`src/rtl/hotp_pkg.sv`:
```
// ----------------------------------------------------------------------------
// HOTP package
// Shared constants and helper functions for the one-time code generator.
// ----------------------------------------------------------------------------
package hotp_pkg;

  localparam int MaxKeyBytes  = 24;
  localparam int KeyLenWidth  = 5;
  localparam int CodeWidth    = 20;
  localparam int FactorWidth  = 64;
  localparam logic [31:0] CodeModulus = 32'd1000000;
  localparam logic [31:0] WindowMask  = 32'h7FFFFFFF;
  localparam logic [3:0]  NibbleMask  = 4'hF;

  // configuration register indexes
  localparam logic [1:0] RegKeyHigh = 2'd0;
  localparam logic [1:0] RegKeyMid  = 2'd1;
  localparam logic [1:0] RegKeyLow  = 2'd2;
  localparam logic [1:0] RegKeyLen  = 2'd3;

  localparam logic [159:0] ShaInit =
    160'h67452301_EFCDAB89_98BADCFE_10325476_C3D2E1F0;

  // round constant by round number
  function automatic logic [31:0] round_k(input logic [6:0] r);
    if (r < 7'd20)      round_k = 32'h5A827999;
    else if (r < 7'd40) round_k = 32'h6ED9EBA1;
    else if (r < 7'd60) round_k = 32'h8F1BBCDC;
    else                round_k = 32'hCA62C1D6;
  endfunction

  // round function by round number
  function automatic logic [31:0] round_f(input logic [6:0] r, input logic [31:0] b,
                                          input logic [31:0] c, input logic [31:0] d);
    if (r < 7'd20)      round_f = (b & c) | (~b & d);
    else if (r < 7'd40) round_f = b ^ c ^ d;
    else if (r < 7'd60) round_f = (b & c) | (b & d) | (c & d);
    else                round_f = b ^ c ^ d;
  endfunction

endpackage

```
`src/rtl/hotp_sha1_round.sv`:
```
// ----------------------------------------------------------------------------
// HOTP SHA-1 round unit
// One compression engine: loads a 512-bit block, runs one round per cycle
// for 80 rounds with a 16-word schedule window, then adds into the chain.
// ----------------------------------------------------------------------------
module hotp_sha1_round (
  input  logic         clk,
  input  logic         rst,
  input  logic         start,
  input  logic [159:0] chain_in,
  input  logic [511:0] block,
  output logic         done,
  output logic [159:0] chain_out
);
  import hotp_pkg::*;

  logic [31:0]  a, b, c, d, e;
  logic [511:0] sched;
  logic [6:0]   round;
  logic         busy;
  logic [159:0] chain;

  logic [31:0] w_cur, w_new, t_sum, x;

  assign w_cur = sched[511:480];
  assign x     = sched[447:416] ^ sched[255:224] ^ sched[95:64] ^ sched[511:480];
  assign w_new = {x[30:0], x[31]};
  assign t_sum = {a[26:0], a[31:27]} + round_f(round, b, c, d) + e + round_k(round) + w_cur;

  // step one round per cycle
  always_ff @(posedge clk) begin
    done <= 1'b0;
    if (rst) begin
      busy <= 1'b0;
    end else if (start) begin
      busy  <= 1'b1;
      round <= '0;
      chain <= chain_in;
      {a, b, c, d, e} <= chain_in;
      sched <= block;
    end else if (busy) begin
      a <= t_sum;
      b <= a;
      c <= {b[1:0], b[31:2]};
      d <= c;
      e <= d;
      sched <= {sched[479:0], w_new};
      round <= round + 7'd1;
      if (round == 7'd79) begin
        busy <= 1'b0;
        done <= 1'b1;
      end
    end
  end

  assign chain_out = {chain[159:128] + a, chain[127:96] + b, chain[95:64] + c,
                      chain[63:32] + d, chain[31:0] + e};
endmodule

```
`src/rtl/hotp_mod.sv`:
```
// ----------------------------------------------------------------------------
// HOTP modulo unit
// Reduces a 32-bit value modulo one million by reciprocal multiplication:
// estimate the quotient, subtract its multiple, then fold once.
// ----------------------------------------------------------------------------
module hotp_mod (
  input  logic                           clk,
  input  logic                           rst,
  input  logic                           start,
  input  logic [31:0]                    value,
  output logic                           done,
  output logic [hotp_pkg::CodeWidth-1:0] rem
);
  import hotp_pkg::*;

  // floor(2^32 / 10^6); the estimate is low by at most one
  localparam logic [12:0] ModRecip = 13'd4294;

  logic [31:0]          v;
  logic [12:0]          q;
  logic [20:0]          r;
  logic [CodeWidth-1:0] acc;
  logic [2:0]           stage;

  logic [44:0] prod;
  logic [31:0] qm;
  logic [31:0] diff;
  logic [20:0] r_fold;

  assign prod   = 45'(v) * 45'(ModRecip);
  assign qm     = 32'(q) * CodeModulus;
  assign diff   = v - qm;
  assign r_fold = (r >= 21'(CodeModulus)) ? (r - 21'(CodeModulus)) : r;

  // capture, estimate quotient, take remainder, fold once
  always_ff @(posedge clk) begin
    if (rst) begin
      stage <= '0;
      done  <= 1'b0;
    end else begin
      stage <= {stage[1:0], start};
      done  <= stage[2];
    end
    if (start) v <= value;
    q   <= prod[44:32];
    r   <= diff[20:0];
    acc <= r_fold[CodeWidth-1:0];
  end

  assign rem = acc;
endmodule

```
`src/rtl/hotp_code_generator_core.sv`:
```
// ----------------------------------------------------------------------------
// HOTP code generator core
// HMAC-SHA1 six-digit one-time code over a 64-bit moving factor.
// ----------------------------------------------------------------------------
// Usage: write the key words and key length on the cfg channel while idle;
// cfg_ready is low while an item is in flight.
// Each moving_factor item yields one otp_code item.
// Flow: four SHA-1 compressions, each a start, 80 rounds in the single
// round unit and a handoff, then truncation and the modulo unit before
// out_valid rises.
// One item at a time: in_ready stays low from acceptance until the
// result has been taken.
// The result is held on out_valid/otp_code while the receiver stalls.
// Reset clears the sequencer and restores the key to zero with length 20.
// ----------------------------------------------------------------------------
module hotp_code_generator_core #(
  parameter int MAX_KEY_BYTES = hotp_pkg::MaxKeyBytes
) (
  input  logic                             clk,
  input  logic                             rst,
  input  logic                             cfg_valid,
  output logic                             cfg_ready,
  input  logic [1:0]                       cfg_index,
  input  logic [63:0]                      cfg_data,
  input  logic                             in_valid,
  output logic                             in_ready,
  input  logic [hotp_pkg::FactorWidth-1:0] moving_factor,
  output logic                             out_valid,
  input  logic                             out_ready,
  output logic [hotp_pkg::CodeWidth-1:0]   otp_code
);
  import hotp_pkg::*;

  typedef enum logic [6:0] {
    S_IDLE  = 7'b0000001,
    S_IPAD  = 7'b0000010,
    S_IMSG  = 7'b0000100,
    S_OPAD  = 7'b0001000,
    S_OMSG  = 7'b0010000,
    S_MOD   = 7'b0100000,
    S_OUT   = 7'b1000000
  } state_t;

  state_t state;
  logic [63:0] key_high, key_mid, key_low, factor;
  logic [KeyLenWidth-1:0] key_len;
  logic [159:0] chain, inner;
  logic         sha_start, sha_done, mod_start, mod_done;
  logic [159:0] sha_out;
  logic [511:0] block;
  logic [511:0] key_block;
  logic [31:0]  window;
  logic [CodeWidth-1:0] rem;
  logic [6:0]   len_eff;

  assign cfg_ready = (state == S_IDLE);
  assign in_ready  = (state == S_IDLE);
  assign out_valid = (state == S_OUT);

  // register writes
  always_ff @(posedge clk) begin
    if (rst) begin
      key_high <= '0;
      key_mid  <= '0;
      key_low  <= '0;
      key_len  <= KeyLenWidth'(20);
    end else if (cfg_valid && cfg_ready) begin
      case (cfg_index)
        RegKeyHigh: key_high <= cfg_data;
        RegKeyMid:  key_mid  <= cfg_data;
        RegKeyLow:  key_low  <= cfg_data;
        RegKeyLen:  key_len  <= cfg_data[KeyLenWidth-1:0];
        default:    ;
      endcase
    end
  end

  // effective key length, clamped
  always_comb begin
    len_eff = {2'd0, key_len};
    if (len_eff < 7'd1) len_eff = 7'd1;
    if (len_eff > 7'(MAX_KEY_BYTES)) len_eff = 7'(MAX_KEY_BYTES);
  end

  // key block with unused bytes zeroed, then padded
  always_comb begin
    logic [191:0] kw;
    kw = {key_high, key_mid, key_low};
    key_block = '0;
    for (int i = 0; i < 24; i++) begin
      if (7'(i) < len_eff) key_block[511-8*i -: 8] = kw[191-8*i -: 8];
    end
  end

  // select the block for the current compression
  always_comb begin
    case (state)
      S_IPAD:  block = key_block ^ {64{8'h36}};
      S_OPAD:  block = key_block ^ {64{8'h5C}};
      S_IMSG:  block = {factor, 8'h80, 376'd0, 64'd576};
      S_OMSG:  block = {inner, 8'h80, 280'd0, 64'd672};
      default: block = '0;
    endcase
  end

  // dynamic truncation window
  always_comb begin
    logic [3:0] off;
    off = sha_out[3:0] & NibbleMask;
    window = sha_out[159 - 8*off -: 32] & WindowMask;
  end

  hotp_sha1_round u_round (
    .clk(clk), .rst(rst), .start(sha_start), .chain_in(chain), .block(block),
    .done(sha_done), .chain_out(sha_out)
  );

  hotp_mod u_mod (
    .clk(clk), .rst(rst), .start(mod_start), .value(window),
    .done(mod_done), .rem(rem)
  );

  logic started;

  assign sha_start = !started &&
    (state == S_IPAD || state == S_IMSG || state == S_OPAD || state == S_OMSG);
  assign mod_start = (state == S_OMSG) && sha_done;

  // sequence the four compressions and the reduction
  always_ff @(posedge clk) begin
    if (rst) begin
      state   <= S_IDLE;
      started <= 1'b0;
    end else begin
      if (sha_start) started <= 1'b1;
      case (state)
        S_IDLE: if (in_valid) begin
          factor  <= moving_factor;
          chain   <= ShaInit;
          started <= 1'b0;
          state   <= S_IPAD;
        end
        S_IPAD: if (sha_done) begin
          chain <= sha_out; started <= 1'b0; state <= S_IMSG;
        end
        S_IMSG: if (sha_done) begin
          inner <= sha_out; chain <= ShaInit; started <= 1'b0; state <= S_OPAD;
        end
        S_OPAD: if (sha_done) begin
          chain <= sha_out; started <= 1'b0; state <= S_OMSG;
        end
        S_OMSG: if (sha_done) state <= S_MOD;
        S_MOD: if (mod_done) begin
          otp_code <= rem; state <= S_OUT;
        end
        S_OUT: if (out_ready) state <= S_IDLE;
        default: state <= S_IDLE;
      endcase
    end
  end
endmodule
```
`config.mk`:
```
export PLATFORM = sky130hd
export DESIGN_NAME = hotp_code_generator_core
export DESIGN_NICKNAME = d
export VERILOG_FILES = /design/src/rtl/hotp_pkg.sv /design/src/rtl/hotp_sha1_round.sv /design/src/rtl/hotp_mod.sv /design/src/rtl/hotp_code_generator_core.sv
export SDC_FILE = /design/constraint.sdc
export NUM_CORES = 2
export LEC_CHECK = 0
export BUFFER_PORTS_ARGS = -buffer_cell sky130_fd_sc_hd__buf_2
export CAP_MARGIN = 0
export CORE_ASPECT_RATIO = 0.8
export CORE_MARGIN = 2
export CORE_UTILIZATION = 30
export DETAILED_ROUTE_END_ITERATION = 6
export PLACE_DENSITY = 0.48
export SETUP_SLACK_MARGIN = 0.02
export SLEW_MARGIN = 40
export SYNTH_ARGS = -nofsm -noshare
export SYNTH_HDL_FRONTEND = slang
export SYNTH_SLANG_ARGS = --single-unit
```
`constraint.sdc`:
```
create_clock -name clk -period 32.9 [get_ports clk]
set_clock_uncertainty 0.15 [all_clocks]
set_input_delay 3.29 -clock clk [delete_from_list [all_inputs] [get_ports clk]]
set_output_delay 3.29 -clock clk [all_outputs]
set_load 0.02 [all_outputs]
```
* Word level (Yosys, flattened, before mapping) *
Index checks and enable logic that the tools add are counted.

storage, ports and cells
  register bits after elaboration = 1,539
  output and inout bits = 23
  word-level logic and storage cells = 199

cells by class
  $add $sub $neg = 13
  magnitude comparators = 30
  bitwise operators = 17
  mux-type cells = 67
  multipliers = 2
  equal/unequal tests = 19
  shift-type cells = 1
  reductions and logical operators = 24

operators by type and width
  cell                      count
  $pmux W512 S4             1
  $mux W512                 2
  $not A256 Y256            2
  $mux W160                 3
  $mux W32                  15
  $pmux W160 S3             1
  $add A32 B32 Y32          9
  $mux W8                   24
  $shiftx A191 B33 Y31      1
  $xor A32 B32 Y32          5
  $and A32 B32 Y32          4
  $or A32 B32 Y32           3
  $mux W7                   9
  $lt A4 B7 Y1 const A      8
  $lt A5 B7 Y1 const A      8
  $pmux W7 S7               1
  $mul A31 B12 Y43 const B  1
  $not A32 Y32              1
  $mux W31                  1
  $lt A3 B7 Y1 const A      4
  $ge A21 B20 Y1 const B    1
  $sub A21 B21 Y21          1
  $mux W20                  1
  $sub A20 B20 Y20 const B  1
  other kinds (35)          66

* Longest topological paths before layout *
  word-level depth = 12
  depth in mapped cells = 28
  depth with buffers taken out = 27

* Cells and area by module *
A second synthesis with hierarchy kept.

unflattened totals
  cells, all modules = 7,021
  area, all modules = 84,638.7 um^2

modules (own cells, without submodules)
  module                    area an instance (um^2)  times used  cells each
  hotp_sha1_round           46,953.8                 1           3,475
  hotp_code_generator_core  28,767.6                 1           2,702
  hotp_mod                  8,917.3                  1           844

* Least setup slack after synthesis *
OpenSTA, ideal clock, no wires.

  path type = input to register
  start = input rst
  end = register u_round.a[0], enable pin
  arrival time = 31.811 ns
  stages on the path = 3
  path slack = -0.799 ns
  cells stage by stage = clkbuf_1 clkbuf_1 nor2_1

on the way
  cells in the longest elaborated chain, start to end = 2

ends and longest elaborated chain
  item                         line                            source
  from (decl)                  hotp_code_generator_core.sv:20  input logic rst,
  $not A1 Y1 (no line)         -
  $reduce_and A2 Y1 (no line)  -
  to (signal assigned)         hotp_sha1_round.sv:39           {a, b, c, d, e} <= chain_in;
  to (signal assigned)         hotp_sha1_round.sv:42           a <= t_sum;
  to (decl)                    hotp_sha1_round.sv:17           logic [31:0] a, b, c, d, e;

No other way between the ends.
A chain may end at the register's enable or synchronous reset.

* Worst setup path in the final report *
  start = register u_round.round[3]
  end = register u_round.a[29] (data pin)

on the way
  cells in the longest elaborated chain, start to end = 10
  elaborated cells between the ends (all ways) = 15
  classes of those cells = 4 x add/sub; 3 x order compare; 8 x mux

ends and longest elaborated chain
  item                              line                            source
  from (decl)                       hotp_sha1_round.sv:19           logic [6:0] round;
  from (signal assigned)            hotp_sha1_round.sv:48           round <= round + 7'd1;
  $lt A7 B6 Y1                      hotp_pkg.sv:28, hotp_pkg.sv:37
  $mux W32                          hotp_pkg.sv:37                  else if (r < 7'd60) round_f = (b & c) | (b & d) | (c & d);
  $mux W32                          hotp_pkg.sv:36                  else if (r < 7'd40) round_f = b ^ c ^ d;
  $mux W32                          hotp_pkg.sv:35                  if (r < 7'd20) round_f = (b & c) | (~b & d);
  $add A32 B32 Y32 (2 in series)    hotp_sha1_round.sv:28           assign t_sum = {a[26:0], a[31:27]} + round_f(round, b, c, d) + e + round_k(round) + w_cur;
  $add A32 B32 Y32 * (2 in series)  hotp_sha1_round.sv:28
  $mux W32 *                        hotp_sha1_round.sv:41           end else if (busy) begin
  $mux W32 *                        hotp_sha1_round.sv:35           end else if (start) begin

Mark *: on every way between the ends. The rest lies on a longest branch, timed or not. The select of a mux whose other input is x is not followed.

==> summary by stage <==
Floorplanning
The number of placed I/O pins is ~160. The die is 475.3 um tall. The total area inside the core boundary comes to between 200,000 and 300,000 um2.

The area of the die is roughly 280,000 um2. The die span in x is 593.1 um. The initial utilization of the core area, before any placement, comes to between 30% and 40%. The row count is around 170.

Pwr
Summed over all cells, the static leakage comes to approximately 36 nW. The post-layout total power is about 6.3 mW. Net switching is a little over a third of the power. The proportion of power drawn by combinational gates is approximately 31%. The power share of the clock group is around 30%. Summed over all nets, the switching power comes to 2.297 mW. VDD sags by at most ~0.00004 V. The portion of total power attributed to sequential cells is approximately two fifths. Internal power comes to around 4.0 mW. The power density of the placed cells is 66.70 nW/um2.

STA
In this run the tightest slew margin relative to its limit is 31.56%. The final-report hold violation count came to 0. Setup violations remaining at the end of the flow were counted as 0. Setup repair after global routing left no endpoint under its margin. For the pin with the worst max-slew slack, the measured transition is about 1000 ps. The sum of negative setup slack is 0 ps. The final-report max-slew violation count is 0.

The worst path needs between 8000 and 9000 ps of the cycle, external delays included. In the post-route analysis, the smallest setup slack over all paths is ~25,000 ps. The top achievable clock speed is 0.1192 GHz. The part of the cycle the worst path needs is between 20% and 30%.

Global route
Entering global routing, the biggest net connects between 150 and 200 pins. The initial antenna violation count is 50. The aggregate global routing overflow is 0. Global routing consumed, over all layers together, between 20% and 30% of the routing resources.

The via count of the first global-routing pass is around 60,000. The first-pass GRT wire length is 496,000 um.

CTS
Gates resized during post-CTS repair numbered 0. Clock tree synthesis found a total of 1,538 sinks. The number of setup buffers added after CTS is 0. The level count of the clock H-tree is 4. The buffer type at the clock tree root is clkbuf_16. The clock reaches the later pin of the worst-skew pair after roughly 860 ps. Counting along the longest clock path gives a buffer depth of 4. Counting the buffers created by CTS gives ~170. The clock-pin slew on the worst setup and hold paths is approximately 60 ps.

TritonCTS built the clock tree. After clock tree synthesis, the flow added hold-fix buffers numbering 0.

Place
Routability-driven placement finished with a final weighted congestion of about 1.0. During placement, the flow inserted port buffers numbering between 150 and 200. After legalization and detailed placement, the total HPWL measured between 200,000 and 300,000 um. OpenSTA, run right after detailed placement, puts the worst setup slack at about 25,000 ps. After detailed placement, the total cell area comes to approximately 90,000 um2.

Critical path
The required time at the worst-slack endpoint is 33,330 ps. The sort of element at the end of the critical path is a flip-flop. In this run the worst path has a maximum fanout of 35. The critical setup path kind is reg2reg. The peak per-stage delay on the critical path is 820 ps. The setup slack on the worst flop-to-flop path is ~25,000 ps. The critical-path cell with the highest stage delay is a2111oi_0. For the worst setup path, the data arrival time is approximately 8800 ps. The worst setup path is launched from a flip-flop.

Final layout
The final net count is 8,657. The post-route netlist has 9.955% of its cells at a drive strength greater than 1. The top cell types in the final layout, fill and taps aside, are nand2_1 (1,312), edfxtp_1 (1,274), a21oi_1 (616).

Once layout is complete, the utilization of the core stands at between 30% and 40%. The library cell used most frequently in the layout, excluding fill and tap cells, is nand2_1. With fillers left out, the area of the finished cells amounts to between 90,000 and 100,000 um2. The layout overhead on the synthesized area is 14.05%.

Detailed routing
The via density per instance is 5.574. In this run the remaining antenna-violating nets after routing total 0. For this block, the initial DRC count from the detailed router was 9,991. The DRC violation count after routing is 1. The total wirelength of the detailed-routed design is roughly 370,000 um. For this block, the via count after detailed routing is between 60,000 and 70,000. Dividing the detail-routed wire length by the instance count gives about 31 um. The first detailed-routing pass ran for 7 iterations.

Worst hold path
The min-delay analysis places its worst path in the category reg2reg.

Logic synthesis
For this run, the number of Yosys warnings is 0. Yosys attributes the largest share of cell area to edfxtp_1 (46%), dfxtp_1 (6.3%), ha_1 (6.2%). In this run, synthesis inferred about 1,300 flip-flops with an integrated enable. The portion of synthesized cell area occupied by the leading cell type is between 40% and 50%. The synthesized netlist contains 109 unique library cells. Each instance of the synthesized netlist takes up on average ~11 um2. The post-synthesis cell count is 7,767. The net count of the mapped netlist is ~8,500. For this run, the register share of the synthesized area comes to a little over half. Among all flip-flop cells after synthesis, the most frequent one is edfxtp_1.

The summed instance area of the synthesized netlist is ~83,000 um2. The library cell with the largest summed area after synthesis is edfxtp_1. The synthesized design contains around 1,500 register bits. After synthesis, the share of flip-flops with an asynchronous set or reset is 0%.

Job
The max-capacitance violation count is 0.

Run status
The checks that failed: DRC. The flow ran to the end, but the final reports show violations.
flip-flops by register name, indices dropped and copies added, names as in the netlist, 31 cells and up:
name	count
u_round.e	32
u_round.chain	160
key_high	64
u_round.c	32
u_round.a	32
chain	160
u_round.sched	512
u_mod.v	31
u_round.b	32
u_round.d	32
key_low	64
key_mid	64
factor	64
inner	160
cell usage after synthesis (154+ instances only):
| cell | instances |
|---|---|
| and2_1 | 154 |
| fa_1 | 214 |
| nand2_1 | 1314 |
| o21ai_0 | 290 |
| xnor2_1 | 185 |
| dfxtp_1 | 264 |
| ha_1 | 413 |
| edfxtp_1 | 1274 |
| inv_1 | 498 |
| nor2_1 | 414 |
| a21oi_1 | 618 |
| clkbuf_1 | 381 |
| a21o_1 | 251 |
layer usage:
| metal | GRT usage, % | vias up | share of wire, % |
|---|---|---|---|
| li1 | - | 28070 | - |
| met1 | 38.66 | 33160 | 46 |
| met2 | 33.44 | 3602 | 39 |
| met3 | 8.053 | 471 | 13 |
| met4 | 6.551 | 18 | 2.8 |
| met5 | 0 | - | 0.034 |
layout make-up:
cell class,count,area (um2)
Inverter,504,1893
Tap cell,3675,4598
Clock buffer,223,4619
Multi-Input combinational cell,5311,37010
Sequential cell,1538,43540
Fill cell,27740,181900
Timing Repair Buffer,367,2532
Clock inverter,83,752.0
Antenna cell,17,42.54
worst paths after layout:
| path | start | end | depth (start not counted) |
|---|---|---|---|
| min | u_mod.r[3] | u_mod.rem[3] | 0 |
| min reg2reg | u_mod.r[3] | u_mod.rem[3] | 0 |
| max | u_round.round[3] | u_round.a[29] | 29 |
| max reg2reg | u_round.round[3] | u_round.a[29] | 29 |
critical path, delay by kind of cell (launching register included):
kind | cells | cell delay [ps]
compound gates | 8 | 2440
xor+xnor | 1 | 70
fa+ha+maj | 5 | 2010
buf+inv | 7 | 1320
flops | 1 | 470
mux | 1 | 260
simple gates | 7 | 1380
power by group through the flow:
stage	sequential (mW)	combinational [mW]	clock, mW
finish	2.45	1.97	1.92
floorplan	2.47	1.13	0
detailed placement	2.48	1.90	0
CTS	2.44	1.91	1.95
global placement	2.48	1.89	0
global route	2.45	2.09	2.02
metrics by stage:
stage	cells	hold WS, ps
floorplan	7767	174.5
finish	11720	202.1
global route	11700	212.8
detailed placement	11390	188.5
global placement	11390	184.6
CTS	11700	200.7
kinds of logic after synthesis:
kind of cell | share of synthesized area [%]
flip-flops | 52.28
XOR/XNOR | 3.152
buffers and inverters | 4.167
AO/OA/AOI/OAI | 14.95
AND/OR/NAND/NOR | 12.55
multiplexers | 1.550
adder cells (fa/ha/maj) | 11.35
Note: power is estimated with default switching activity, not from simulation.
